[src/ksm_pkg.sv]
package ksm_pkg;

    localparam int unsigned TIME_W    = 32;
    localparam int unsigned TIMEOUT_W = 16;
    localparam int unsigned SEL_W     = 3;

    localparam logic OP_UPDATE  = 1'b0;
    localparam logic OP_REFRESH = 1'b1;

    localparam logic REG_ACTIVE  = 1'b0;
    localparam logic REG_TIMEOUT = 1'b1;

    localparam logic [TIMEOUT_W-1:0] TIMEOUT_RESET = 16'd1000;

    typedef enum logic [2:0] {
        ST_IDLE,
        ST_UPDATE,
        ST_SCAN,
        ST_APPLY,
        ST_RESULT
    } state_t;

    typedef struct packed {
        logic in_ready;
        logic out_valid;
        logic do_update;
        logic scan_step;
        logic apply;
    } ctrl_t;

    typedef struct packed {
        logic in_valid;
        logic in_op;
        logic active;
        logic out_ready;
        logic scan_done;
    } stat_t;

endpackage

[src/ksm_alu.sv]
module ksm_alu (
    input  logic [31:0] a,
    input  logic [31:0] b,
    input  logic        sub,
    output logic [31:0] sum
);
    import ksm_pkg::*;

    // one adder: a + b, or a - b in two's complement
    assign sum = a + (b ^ {TIME_W{sub}}) + TIME_W'(sub);

endmodule

[src/ksm_ctrl.sv]
module ksm_ctrl (
    input  logic           aclk,
    input  logic           aresetn,
    input  ksm_pkg::stat_t stat,
    output ksm_pkg::ctrl_t ctrl
);
    import ksm_pkg::*;

    state_t state_reg;
    state_t state_next;

    always_ff @(posedge aclk) begin
        if (!aresetn) begin
            state_reg <= ST_IDLE;
        end else begin
            state_reg <= state_next;
        end
    end

    always_comb begin
        state_next = state_reg;
        case (state_reg)
            ST_IDLE: begin
                if (stat.in_valid) begin
                    if (stat.in_op == OP_UPDATE) begin
                        state_next = ST_UPDATE;
                    end else if (stat.active) begin
                        state_next = ST_SCAN;
                    end else begin
                        state_next = ST_RESULT;
                    end
                end
            end
            ST_UPDATE: state_next = ST_RESULT;
            ST_SCAN: begin
                if (stat.scan_done) begin
                    state_next = ST_APPLY;
                end
            end
            ST_APPLY: state_next = ST_RESULT;
            ST_RESULT: begin
                if (stat.out_ready) begin
                    state_next = ST_IDLE;
                end
            end
            default: state_next = ST_IDLE;
        endcase
    end

    always_comb begin
        ctrl = '0;
        case (state_reg)
            ST_IDLE:   ctrl.in_ready  = 1'b1;
            ST_UPDATE: ctrl.do_update = 1'b1;
            ST_SCAN:   ctrl.scan_step = 1'b1;
            ST_APPLY:  ctrl.apply     = 1'b1;
            ST_RESULT: ctrl.out_valid = 1'b1;
            default:   ctrl = '0;
        endcase
    end

endmodule

[src/kill_switch_monitor_unit.sv]
// kill switch monitor: folds up to NUM_SWITCHES kill switches into one kill state.
// an update request (tuser 0) records a switch's assert and need-refresh flags, enables it,
// and sets its deadline to now_ms + timeout_ms; with monitor_active set, an asserting
// switch issues a kill with a stop pulse. with monitor_active set, a refresh (tuser 1)
// walks the switch table one entry per cycle through a single shared adder/comparator,
// killing on any asserting or expired enabled switch or when none is enabled, else
// releasing; an inactive refresh leaves the kill state alone. one request is in flight at
// a time: an update goes through the update state, an active refresh the table walk (it
// stops at the first killing entry) and apply. each request returns exactly one result.
module kill_switch_monitor_unit #(
    parameter int NUM_SWITCHES = 8
) (
    input  logic        aclk,
    input  logic        aresetn,
    // apb configuration port
    input  logic        psel,
    input  logic        penable,
    input  logic        pwrite,
    input  logic [2:0]  paddr,
    input  logic [31:0] pwdata,
    output logic [31:0] prdata,
    output logic        pready,
    // request stream
    input  logic        s_tvalid,
    output logic        s_tready,
    input  logic [39:0] s_tdata,  // switch_index[2:0], assert_kill[3], needs_refresh[4],
                                  // now_ms[36:5], zero[39:37]
    input  logic        s_tuser,  // op: 0 update, 1 refresh
    // result stream
    output logic        m_tvalid,
    input  logic        m_tready,
    output logic [39:0] m_tdata   // kill_asserted[0], stop_pulse[1], last_change_ms[33:2],
                                  // zero[39:34]
);
    import ksm_pkg::*;

    localparam int IDX_W = (NUM_SWITCHES > 1) ? $clog2(NUM_SWITCHES) : 1;
    localparam int CNT_W = $clog2(NUM_SWITCHES + 1);
    localparam logic [CNT_W-1:0] LAST_CNT = CNT_W'(NUM_SWITCHES - 1);

    ctrl_t ctrl;
    stat_t stat;

    logic                 active_reg;
    logic [TIMEOUT_W-1:0] timeout_reg;

    logic [SEL_W-1:0]   idx_reg;
    logic               asrt_in_reg;
    logic               need_in_reg;
    logic [TIME_W-1:0]  now_reg;

    logic [NUM_SWITCHES-1:0] en_reg;
    logic [NUM_SWITCHES-1:0] asrt_reg;
    logic [NUM_SWITCHES-1:0] need_reg;
    logic [TIME_W-1:0]       deadline_reg [NUM_SWITCHES];

    logic              kill_state_reg;
    logic [TIME_W-1:0] change_reg;
    logic              pulse_reg;
    logic              hit_reg;
    logic              any_en_reg;
    logic [CNT_W-1:0]  scan_cnt_reg;

    logic              cfg_wr;
    logic              s_fire;
    logic              idx_ok;
    logic [IDX_W-1:0]  wr_idx;
    logic [IDX_W-1:0]  rd_idx;
    logic [TIME_W-1:0] alu_a;
    logic [TIME_W-1:0] alu_b;
    logic [TIME_W-1:0] alu_sum;
    logic              hit_now;
    logic              scan_last;
    logic              kill_next;

    // configuration
    assign pready = 1'b1;
    assign cfg_wr = psel & penable & pwrite;

    always_ff @(posedge aclk) begin
        if (!aresetn) begin
            active_reg  <= 1'b0;
            timeout_reg <= TIMEOUT_RESET;
        end else if (cfg_wr) begin
            case (paddr[2])
                REG_ACTIVE:  active_reg  <= pwdata[0];
                REG_TIMEOUT: timeout_reg <= pwdata[TIMEOUT_W-1:0];
                default:     active_reg  <= active_reg;
            endcase
        end
    end

    always_comb begin
        case (paddr[2])
            REG_ACTIVE:  prdata = {31'b0, active_reg};
            REG_TIMEOUT: prdata = {16'b0, timeout_reg};
            default:     prdata = '0;
        endcase
    end

    // sequencer
    assign stat.in_valid  = s_tvalid;
    assign stat.in_op     = s_tuser;
    assign stat.active    = active_reg;
    assign stat.out_ready = m_tready;
    assign stat.scan_done = hit_now | scan_last;

    ksm_ctrl u_ctrl (
        .aclk    (aclk),
        .aresetn (aresetn),
        .stat    (stat),
        .ctrl    (ctrl)
    );

    assign s_tready = ctrl.in_ready;
    assign m_tvalid = ctrl.out_valid;
    assign s_fire   = s_tvalid & ctrl.in_ready;

    always_ff @(posedge aclk) begin
        if (s_fire) begin
            idx_reg     <= s_tdata[2:0];
            asrt_in_reg <= s_tdata[3];
            need_in_reg <= s_tdata[4];
            now_reg     <= s_tdata[36:5];
        end
    end

    // shared adder: now + timeout on update, deadline - now on scan
    assign wr_idx = IDX_W'(idx_reg);
    assign rd_idx = scan_cnt_reg[IDX_W-1:0];
    assign idx_ok = 32'(idx_reg) < 32'(NUM_SWITCHES);
    assign alu_a  = ctrl.scan_step ? deadline_reg[rd_idx] : now_reg;
    assign alu_b  = ctrl.scan_step ? now_reg : {16'b0, timeout_reg};

    ksm_alu u_alu (
        .a   (alu_a),
        .b   (alu_b),
        .sub (ctrl.scan_step),
        .sum (alu_sum)
    );

    assign hit_now   = ctrl.scan_step & en_reg[rd_idx]
                     & (asrt_reg[rd_idx] | (need_reg[rd_idx] & alu_sum[TIME_W-1]));
    assign scan_last = scan_cnt_reg == LAST_CNT;
    assign kill_next = hit_reg | ~any_en_reg;

    // switch table
    always_ff @(posedge aclk) begin
        if (!aresetn) begin
            en_reg   <= '0;
            asrt_reg <= '0;
            need_reg <= '0;
        end else if (ctrl.do_update && idx_ok) begin
            en_reg[wr_idx]   <= 1'b1;
            asrt_reg[wr_idx] <= asrt_in_reg;
            need_reg[wr_idx] <= need_in_reg;
        end
    end

    always_ff @(posedge aclk) begin
        if (ctrl.do_update && idx_ok) begin
            deadline_reg[wr_idx] <= alu_sum;
        end
    end

    // scan walk
    always_ff @(posedge aclk) begin
        if (!aresetn) begin
            scan_cnt_reg <= '0;
            hit_reg      <= 1'b0;
            any_en_reg   <= 1'b0;
        end else if (s_fire) begin
            scan_cnt_reg <= '0;
            hit_reg      <= 1'b0;
            any_en_reg   <= 1'b0;
        end else if (ctrl.scan_step) begin
            scan_cnt_reg <= scan_cnt_reg + CNT_W'(1);
            hit_reg      <= hit_reg | hit_now;
            any_en_reg   <= any_en_reg | en_reg[rd_idx];
        end
    end

    // kill state and result
    always_ff @(posedge aclk) begin
        if (!aresetn) begin
            kill_state_reg <= 1'b1;
            change_reg     <= '0;
            pulse_reg      <= 1'b0;
        end else if (s_fire) begin
            pulse_reg <= 1'b0;
        end else if (ctrl.do_update) begin
            if (idx_ok && active_reg && asrt_in_reg) begin
                kill_state_reg <= 1'b1;
                change_reg     <= now_reg;
                pulse_reg      <= 1'b1;
            end
        end else if (ctrl.apply) begin
            if (kill_next != kill_state_reg) begin
                kill_state_reg <= kill_next;
                change_reg     <= now_reg;
                pulse_reg      <= kill_next;
            end
        end
    end

    assign m_tdata = {6'b0, change_reg, pulse_reg, kill_state_reg};

    a_pulse_means_kill: assert property (@(posedge aclk) disable iff (!aresetn)
        m_tvalid && pulse_reg |-> kill_state_reg)
        else $error("stop pulse without kill");

    a_one_in_flight: assert property (@(posedge aclk) disable iff (!aresetn)
        !(s_tready && m_tvalid))
        else $error("request accepted while result pending");

    a_apply_result: assert property (@(posedge aclk) disable iff (!aresetn)
        ctrl.apply |=> kill_state_reg == $past(hit_reg || !any_en_reg))
        else $error("kill state disagrees with scan");

    a_scan_range: assert property (@(posedge aclk) disable iff (!aresetn)
        ctrl.scan_step |-> scan_cnt_reg <= LAST_CNT)
        else $error("scan past last switch");

endmodule
[config.mk]
export PLATFORM = sky130hd
export DESIGN_NAME = kill_switch_monitor_unit
export DESIGN_NICKNAME = d
export VERILOG_FILES = /design/src/ksm_pkg.sv /design/src/ksm_alu.sv /design/src/ksm_ctrl.sv /design/src/kill_switch_monitor_unit.sv
export SDC_FILE = /design/constraint.sdc
export NUM_CORES = 1
export LEC_CHECK = 0
export ABC_CLOCK_PERIOD_IN_PS = 5000
export BUFFER_PORTS_ARGS = -buffer_cell sky130_fd_sc_hd__buf_2
export CAP_MARGIN = 20
export CORE_AREA = 2 2 186 188
export CTS_CLUSTER_DIAMETER = 60
export CTS_CLUSTER_SIZE = 28
export DETAILED_ROUTE_END_ITERATION = 8
export DIE_AREA = 0 0 188 190
export GPL_TIMING_DRIVEN = 0
export PLACE_DENSITY = 0.77
export SYNTH_ARGS = -nofsm -noshare
export SYNTH_HDL_FRONTEND = slang
export SYNTH_SLANG_ARGS = --single-unit
[constraint.sdc]
create_clock -name aclk -period 5 [get_ports aclk]
set_input_delay 1 -clock aclk [delete_from_list [all_inputs] [get_ports aclk]]
set_output_delay 1 -clock aclk [all_outputs]
set_load 0.01 [all_outputs]
==> results of run 1 <==
[kinds of logic after synthesis]
family	after synthesis
simple gates	291
xor+xnor	32
fa+ha+maj	32
flops	380
mux	157
compound gates	166
other cells	2
buf+inv	88
[power breakdown]
| part | internal (mW) | total, mW | switching, mW |
|---|---|---|---|
| registers | 3.50 | 3.54 | 0.0327 |
| clock network | 1.18 | 2.43 | 1.25 |
| logic | 0.140 | 0.387 | 0.247 |
[path summary, 6_finish.rpt]
| check | startpoint | endpoint |
|---|---|---|
| worst min-delay path | en_reg[7] | en_reg[7] |
| worst max-delay path | u_ctrl.state_reg[0] | deadline_reg[0][28] |
| worst max register to register | u_ctrl.state_reg[0] | deadline_reg[0][28] |
| worst min register to register | en_reg[7] | en_reg[7] |
[metrics by stage]
step | worst slack [ns] | hold WS (ns)
CTS | 0.0266 | 0.475
global route | 0.00514 | 0.496
detailed placement | -0.834 | 0.455
finish | 0.255 | 0.475
floorplan | 0.872 | 0.432
global placement | -1.22 | 0.443
[cell usage in the layout (no fill, tap or decap), drive strengths merged, types with 24 or more instances in the layout]
| master | count |
|---|---|
| edfxtp | 293 |
| buf | 163 |
| nor2 | 97 |
| dfxtp | 87 |
| mux2i | 85 |
| clkbuf | 73 |
| a21oi | 71 |
| mux4 | 70 |
| nand2 | 65 |
| nor2b | 53 |
| ha | 31 |
| o21ai | 24 |
| inv | 24 |
[final cells by class]
cell class                      instances  area (um2)  area share [%]
Clock inverter                         19         259            1.35
Sequential cell                       380       10500            55.0
Tap cell                              455         569            2.97
Buffer                                 77         427            2.23
Multi-Input combinational cell        701        5770            30.1
Inverter                               11        41.3           0.215
Clock buffer                           33         751            3.92
Timing Repair Buffer                  129         815            4.25
Antenna cell                            1        2.50          0.0131
[worst max-delay path, stage by stage, from the launching register on]
cell and delay (ns):
dfxtp_1 0.37, nor3b_2 0.38, clkbuf_4 0.35, buf_2 0.36, clkbuf_2 0.34, a21oi_1 0.17
fa_1 0.50, a21oi_1 0.28, o22ai_1 0.18, and2_1 0.22, o21ai_0 0.33, a21oi_1 0.17
o31a_1 0.38, mux2i_1 0.19, nand2_1 0.19
[per-layer routing]
layer	vias up	wire length, um	share of wire (%)
li1	4646	-	-
met1	5096	15000	40
met2	317	19100	51
met3	56	2400	6.5
met4	0	733	2.0
met5	-	0	0
[what timing repair did]
action	CTS	global route
endpoints found under the setup margin	194	103
pin swaps	1	0
gates cloned	0	0
setup buffers	1	0
gates resized for setup	19	19
==> metrics.txt, run 1 <==
VDD IR max 0.236 mV; cell taking the most area after synthesis edfxtp_1; Hold WC Path Type flop to flop; CTS root buf clkbuf_16; Simple-Gate Fraction of Synth Area 8.42%; top cells by count, synth 293 x edfxtp_1, 97 x nor2_1, 87 x dfxtp_1; Remaining Overflow, GRT 0; largest family of logic cells by synthesized area multiplexers; row cnt 68; crit path DAT 5.00 ns; DRT antenna net count 0; DIE HEIGHT 190 um; Layout fillers 2666; drt wl/cell 20.6 um; via count 10100; Post-Synth Adder-Cell Area 2.46%; Port Buf Inserts 113; starting density of the core 48.8%; clock latency on the worst-skew pair 0.58 ns; Final Hold Viols 0; drt via density 5.60; Synth-to-Final Area Change 15.7%; Post-synth EDFFs 293; Worst EP required 5.25 ns; Worst Tran Pin Value 1.06 ns; count leader, synth edfxtp_1; DR DRC count 0; Sink Count 380; GRT Overall Usage 20.8%; Die X-Extent 188 um; Largest register FFs 256; RSZ-0062 raised after global routing false; largest net degree at the start of global routing 28; HPWL Detailed 25.8 mm; fin crit share 94.9%; relative slew slack 29.4%; Final Cell Area 19200 um2; post-synthesis cell type count 57; fraction of layout cells with a size suffix above 1 23.2%; post-synthesis xor/xnor area fraction 1.69%; Avg Inst Size Synth 14.4 um2; Mapped Cells 1148; Power Total 6.35 mW; CTS Hold Buffers Added 0; post-layout util 56.5%; mux contribution to synthesized area 14.8%; first drt pass iteration count 5; Area after DPL 18100 um2; sequential area share after synthesis 63.6%; Total Nets Final 1443; Final Critical Period 4.75 ns; gr busiest metal met2; top post-synthesis cells by area edfxtp_1 53%, dfxtp_1 11%, mux4_2 9.5%; Async SR Flop Fraction 0%; CTS Buffer Depth 3; GPL Wtd Cong 0.887; Synth Cell Area 16600 um2; number of I/O pins 158; Synth top area share 53.1%; Post-synth top flop edfxtp_1; Placed Cells 1752; worst r2r path cells 14; fin cells 1806; Setup CP Type flop to flop; R2R setup slack 0.25 ns; endpoints failing setup 0; max-cap viol count 0; hold path depth 1; initial antenna violation count 1; clock skew 0.0343 ns; M2 GR Usage 37.2%; core region area 33900 um2; Leakage 6.63 nW; Final Max Tran Viols 0; routed wire length 37.2 mm; Worst Path Max Fanout 10; Compound-Gate Fraction of Synth Area 6.38%; Max Freq 211 MHz; Cell Pwr Density 331 nW/um2; CP endpoint kind flop; status finished clean; CTS tree done; global-route wire length before repair 57.0 mm; DRT iter0 DRCs 812; Num CTS Buffers 28; GR Layer Usage met1 27.0%; clock-pin slew on the worst setup and hold paths 0.08 ns; Synth warnings 0; met3 Usage GRT 2.55%; Yosys reg bits 380; Setup TNS 0 ns; die area 35700 um2; number of global-route vias before repair 10200; nature of the critical path startpoint flop; H-tree levels 1
No activity file was read; power rests on OpenSTA's default activity.
==> inputs of run 2 (changes only) <==
--- a/config.mk
+++ b/config.mk
@@ -8,13 +8,13 @@
 export ABC_CLOCK_PERIOD_IN_PS = 5000
 export BUFFER_PORTS_ARGS = -buffer_cell sky130_fd_sc_hd__buf_2
 export CAP_MARGIN = 20
-export CORE_AREA = 2 2 186 188
+export CORE_AREA = 2 2 195 197
 export CTS_CLUSTER_DIAMETER = 60
 export CTS_CLUSTER_SIZE = 28
 export DETAILED_ROUTE_END_ITERATION = 8
-export DIE_AREA = 0 0 188 190
+export DIE_AREA = 0 0 197 199
 export GPL_TIMING_DRIVEN = 0
-export PLACE_DENSITY = 0.77
+export PLACE_DENSITY = 0.72
 export SYNTH_ARGS = -nofsm -noshare
 export SYNTH_HDL_FRONTEND = slang
 export SYNTH_SLANG_ARGS = --single-unit
==> run 2 against run 1 <==
Combinational power hardly changed. Critical path type unchanged. Critical endpoint is now deadline_reg[2][28]. Die area is 9.8% higher. Core utilization fell by 4.6 points. Critical path depth unchanged. Clock power about the same. Fmax down 0.88%. Largest power group unchanged.
==> metrics.txt, run 2 (synthesis gave the netlist of run 1 again) <==
status finished clean; Remaining Overflow, GRT 0 (unchanged); H-tree levels 1 (unchanged); hold path start any_en_reg; clock skew 0.0312 ns (-0.00306 ns); Die X-Extent 197 um (+4.8%); Setup crit start u_ctrl.state_reg[0]; clock-pin slew on the worst setup and hold paths 0.09 ns (about the same); gr busiest metal met2; fin worst setup slack 0.213 ns (-0.0420 ns); Final Critical Period 4.79 ns (+0.0420 ns); Sink Count 380 (unchanged); crit path DAT 5.04 ns (+0.04 ns); Final Hold Viols 0 (unchanged); number of I/O pins 158 (unchanged); max-cap viol count 0 (unchanged); CP endpoint kind flop; HPWL Detailed 26.0 mm (+0.88%); relative slew slack 33.8% (+4.4 points); clock latency on the worst-skew pair 0.56 ns (-0.02 ns); Worst Tran Pin Value 0.993 ns (-0.0660 ns); Multi-input gate area 5780 um2 (+0.13%); Total Nets Final 1444 (+0.069%); most frequent cells in the layout 293 x edfxtp_1, 115 x buf_2, 90 x nor2_1; CTS root buf clkbuf_16; VDD IR max 0.308 mV (+31%); DP Worst Slack -0.762 ns (+0.0715 ns); Leakage 6.65 nW (+0.25%); GRT Overall Usage 19.1% (-1.7 points); Hold WC Path Type flop to flop; die area 39200 um2 (+9.8%); first drt pass iteration count 5 (unchanged); Synth-to-Final Area Change 16.2%; Worst EP required 5.25 ns (about the same); fraction of layout cells with a size suffix above 1 23.4% (+0.17 points); DIE HEIGHT 199 um (+4.7%); largest net degree at the start of global routing 28 (unchanged); DRT iter0 DRCs 987 (+22%); DRT antenna net count 0 (unchanged); nature of the critical path startpoint flop; Largest register FFs 256 (unchanged); fin crit share 95.7% (+0.84 points); routed wire length 37.5 mm (+0.86%); met3 Usage GRT 2.76% (+0.22 points); GPL Wtd Cong 0.873 (-1.6%); number of global-route vias before repair 10100 (-1.3%); CTS tree done; Power Total 6.37 mW (+0.31%); M2 GR Usage 33.1% (-4.1 points); core region area 37100 um2 (+9.4%); via count 10100 (-0.099%); GR Layer Usage met1 25.1% (-1.9 points); R2R Path Start u_ctrl.state_reg[0]; R2R setup slack 0.21 ns (-0.04 ns); CTS Buffer Depth 3 (unchanged); Layout fillers 3060 (+15%); Final Max Tran Viols 0 (unchanged); drt wl/cell 20.6 um (about the same); drt via density 5.54 (-1.0%); RSZ-0062 raised after global routing true; hold path depth 2 (+1); Cell Pwr Density 331 nW/um2 (-0.12%); diodes inserted 0 (-1); Setup TNS 0 ns (unchanged); Worst Path Max Fanout 10 (unchanged); leading cell type in the layout, fill and taps excluded edfxtp_1; reg-to-reg endpoint deadline_reg[2][28]; Max Freq 209 MHz (-0.88%); Num CTS Buffers 27 (-3.6%); initial antenna violation count 1 (unchanged); worst r2r path cells 14 (unchanged); endpoints failing setup 0 (unchanged); Setup CP Type flop to flop; Port Buf Inserts 113 (unchanged); row cnt 71 (+4.4%); Register Area 10500 um2 (unchanged); DR DRC count 0 (unchanged); starting density of the core 44.6% (-4.2 points); global-route wire length before repair 56.8 mm (-0.26%); Worst Hold End any_en_reg
-- run 2: cell count changes in the layout (fill, tap and decap cells not counted), moves of 3 or more --
cell | before | now
clkinv_16 | 0 | 3
inv_12 | 5 | 2
clkinvlp_4 | 0 | 3
clkinv_4 | 3 | 0
clkbuf_1 | 34 | 31
-- run 2: area by class of cell --
cell class | instances | share of cell area [%]
buffer | 77 | 2.16
clock buffer | 28 | 3.64
clock inverter | 21 | 1.69
inverter | 11 | 0.214
multi-input combinational | 701 | 30.0
sequential | 380 | 54.7
tap | 474 | 3.08
timing repair buffer | 131 | 4.48
-- run 2: worst max-delay path, stage by stage, from the launching register on --
cell and delay (ns):
dfxtp_1 0.38, nor3b_2 0.36, clkbuf_2 0.40, buf_2 0.39, clkbuf_2 0.35, a21oi_1 0.17, fa_1 0.49, a21oi_1 0.24
o22ai_1 0.18, and2_1 0.24, o21ai_0 0.36, a21oi_1 0.17, o31a_1 0.38, mux2i_1 0.17, nand2_1 0.18
-- run 2: metal layers --
metal | vias to the layer above | part of all wire (%)
met5 | - | 0
met4 | 0 | 2.3
met3 | 47 | 6.7
met2 | 344 | 50
met1 | 5081 | 41
li1 | 4633 | -
-- run 2: per-stage QoR --
stage | std cells | hold WS, ns | instance area [um2] | utilization (%)
2_1_floorplan | 1169 | 0.432 | 16600 | -
3_3_place_gp | 1756 | 0.442 | 17800 | 47.9
3_5_place_dp | 1772 | 0.452 | 18100 | 48.8
4_1_cts | 1821 | 0.474 | 19200 | 51.7
5_1_grt | 1823 | 0.481 | 19300 | 51.9
6_report | 1823 | 0.469 | 19300 | 51.9
-- run 2: worst max-delay path by stage --
stage                     endpoint  cells past startpoint  slack [ns]
2_1_floorplan  deadline_reg[0][31]                     13        0.87
3_3_place_gp           need_reg[0]                      5       -1.40
3_5_place_dp   deadline_reg[1][30]                     13       -0.76
4_1_cts        deadline_reg[4][30]                     13        0.01
5_1_grt        deadline_reg[2][20]                     13      -0.003
6_report       deadline_reg[2][28]                     14        0.21
-- run 2: timing repair --
| action | CTS | global route |
|---|---|---|
| pin swaps | 0 | 1 |
| setup endpoints to repair | 178 | 106 |
| hold buffers | 0 | 0 |
| setup buffers | 0 | 1 |
| gates resized for setup | 14 | 22 |
-- run 2: where the power goes --
| part | leakage, nW | switching [mW] | internal [mW] | total (mW) |
|---|---|---|---|---|
| Sequential | 3.36 | 0.0346 | 3.50 | 3.54 |
| Combinational | 2.81 | 0.248 | 0.140 | 0.388 |
| Clock | 0.481 | 1.26 | 1.18 | 2.45 |
| Total | 6.65 | 1.55 | 4.82 | 6.37 |
==> inputs of run 3 (changes only) <==
--- a/config.mk
+++ b/config.mk
@@ -9,12 +9,14 @@
 export BUFFER_PORTS_ARGS = -buffer_cell sky130_fd_sc_hd__buf_2
 export CAP_MARGIN = 20
 export CORE_AREA = 2 2 195 197
+export CTS_BUF_LIST = sky130_fd_sc_hd__clkbuf_2 sky130_fd_sc_hd__clkbuf_4 sky130_fd_sc_hd__clkbuf_8
 export CTS_CLUSTER_DIAMETER = 60
 export CTS_CLUSTER_SIZE = 28
 export DETAILED_ROUTE_END_ITERATION = 8
 export DIE_AREA = 0 0 197 199
 export GPL_TIMING_DRIVEN = 0
 export PLACE_DENSITY = 0.72
+export RECOVER_POWER = 100
 export SYNTH_ARGS = -nofsm -noshare
 export SYNTH_HDL_FRONTEND = slang
 export SYNTH_SLANG_ARGS = --single-unit
==> run 3 against run 2 <==
The flow now finishes with violations (capacitance limit, slew limit). Largest power group unchanged. Combinational power fell by 3%. Non-clock buffer count did not move. Clock-buffer cell count fell by 1.
==> metrics.txt, run 3 (synthesis gave the netlist of run 1 again) <==
status finished, violations left; failing checks capacitance limit, slew limit; hold path depth 2 (unchanged); most frequent cells in the layout 293 x edfxtp_1, 97 x nor2_1, 87 x clkbuf_1, 87 x dfxtp_1, 85 x mux2i_1; initial antenna violation count 1 (unchanged); Die X-Extent 197 um (unchanged); Worst Path Max Fanout 10 (unchanged); GRT Overall Usage 18.9% (-0.19 points); routed wire length 37.1 mm (-1.2%); crit path DAT 5.12 ns (+0.08 ns); relative slew slack -69.0% (-100 points); nature of the critical path startpoint flop; fraction of layout cells with a size suffix above 1 18.4% (-5.0 points); clock latency on the worst-skew pair 0.62 ns (+0.06 ns); first drt pass iteration count 5 (unchanged); via count 10000 (-0.66%); Synth-to-Final Area Change 12.4%; RSZ-0062 raised after global routing false; Port Buf Inserts 113 (unchanged); CTS Hold Buffers Added 0 (unchanged); CTS root buf clkbuf_8; Placed Cells 1772 (unchanged); DR DRC count 0 (unchanged); drt wl/cell 20.3 um (-1.2%); Hold WC Path Type flop to flop; Total Nets Final 1444 (unchanged); DRT iter0 DRCs 868 (-12%); Leakage 6.21 nW (-6.6%); R2R setup slack 0.24 ns (+0.03 ns); Worst Hold End any_en_reg; reg-to-reg endpoint deadline_reg[5][26]; worst r2r path cells 13 (-1); clock-pin slew on the worst setup and hold paths 0.13 ns (+0.04 ns); Final Max Tran Viols 163 (+163); Remaining Overflow, GRT 0 (unchanged); CTS Buffer Depth 3 (unchanged); Sink Count 380 (unchanged); leading cell type in the layout, fill and taps excluded edfxtp_1; Final Hold Viols 0 (unchanged); drt via density 5.51 (-0.66%); Num CTS Buffers 27 (unchanged); core region area 37100 um2 (unchanged); Layout fillers 3163 (+3.4%); number of global-route vias before repair 10000 (-0.46%); CTS tree done; number of I/O pins 158 (unchanged); HPWL Detailed 26.0 mm (unchanged); Max Freq 210 MHz (+0.57%); Largest register FFs 256 (unchanged); endpoints failing setup 0 (unchanged); Setup CP Type flop to flop; VDD IR max 0.261 mV (-15%); die area 39200 um2 (unchanged); largest net degree at the start of global routing 28 (unchanged); Cell Pwr Density 313 nW/um2 (-5.3%); clock skew 0.0345 ns (+0.00329 ns); Final Critical Period 4.76 ns (-0.0270 ns); Worst Tran Pin Value 2.53 ns (+1.53 ns); GPL Wtd Cong 0.873 (unchanged); H-tree levels 1 (unchanged); max-cap viol count 8 (+8); global-route wire length before repair 56.4 mm (-0.83%); Setup TNS 0 ns (unchanged); fin cells 1823 (unchanged); diodes inserted 0 (unchanged); DIE HEIGHT 199 um (unchanged); fin crit share 95.2% (-0.54 points); row cnt 71 (unchanged); hold path start any_en_reg; Worst EP required 5.36 ns (+0.11 ns); CP endpoint kind flop; DRT antenna net count 0 (unchanged); starting density of the core 44.6% (unchanged)
run 3: cell types whose count changed in the layout (fill, tap and decap cells not counted), moves of 6 or more:
cell | previous run | this run
nor2_4 | 6 | 0
and2_1 | 18 | 4
clkbuf_1 | 31 | 87
nor2_1 | 90 | 97
clkbuf_16 | 28 | 0
clkbuf_8 | 0 | 27
buf_2 | 115 | 75
and2_0 | 0 | 15
buf_6 | 8 | 0
run 3: layout make-up:
cell class	count	area [um2]	share of cell area (%)
sequential	380	10500	56.6
multi-input combinational	701	5700	30.6
timing repair buffer	131	597	3.20
tap	474	593	3.18
buffer	77	424	2.28
clock buffer	27	372	2.00
clock inverter	22	355	1.91
inverter	11	41.3	0.222
run 3: worst max-delay path, cell delays in order, from the launching register on:
cell and delay, ns:
dfxtp_1 0.33, clkbuf_1 0.52, clkbuf_2 0.47, mux4_2 0.36, mux2i_1 0.20, a21oi_1 0.15
fa_1 0.49, a21oi_1 0.25, o22ai_1 0.18, and2_1 0.25, o21ai_0 0.35, a21oi_1 0.17
o31a_1 0.38, nor2_1 0.39
run 3: what timing repair did:
| item | 4_1_cts | 5_1_grt |
|---|---|---|
| gates resized for setup | 16 | 19 |
| buffers inserted | 0 | 1 |
| endpoints found under the setup margin | 178 | 107 |
| hold endpoints to repair | 0 | 0 |
| pin swaps | 0 | 1 |
run 3: through the flow:
step	total power [mW]	worst slack, ns	area [um2]	utilization [%]	hold WS (ns)
detailed placement	3.99	-0.762	18100	48.8	0.452
floorplan	3.85	0.872	16600	-	0.432
global route	6.03	0.0103	18600	50.2	0.490
CTS	5.88	0.00480	18900	50.9	0.483
global placement	3.97	-1.40	17800	47.9	0.442
finish	5.84	0.240	18600	50.2	0.479
run 3: worst max path at each step:
| stage | to | from | slack (ns) | depth (start not counted) |
|---|---|---|---|---|
| after floorplan | deadline_reg[0][31] | flop | 0.87 | 13 |
| after global routing | deadline_reg[4][26] | flop | 0.01 | 13 |
| after detailed placement | deadline_reg[1][30] | u_ctrl.state_reg[0] | -0.76 | 13 |
| after CTS | deadline_reg[4][31] | flop | 0.005 | 13 |
| final | deadline_reg[5][26] | flop | 0.24 | 13 |
| after global placement | need_reg[0] | u_ctrl.state_reg[1] | -1.40 | 5 |
run 3: layer usage:
| metal | share of wire, % | routed length [um] | global-route usage (%) |
|---|---|---|---|
| met2 | 49 | 18300 | 32.8 |
| met3 | 5.9 | 2180 | 2.42 |
| met4 | 2.5 | 917 | 5.10 |
| met5 | 0 | 0 | 0 |
| met1 | 42 | 15600 | 25.2 |
run 3: report_power, final:
part           leakage, nW  switching (mW)  internal (mW)
sequential            3.36          0.0340           3.51
clock                0.345            1.20          0.727
combinational         2.51           0.243          0.132
total                 6.21            1.47           4.36
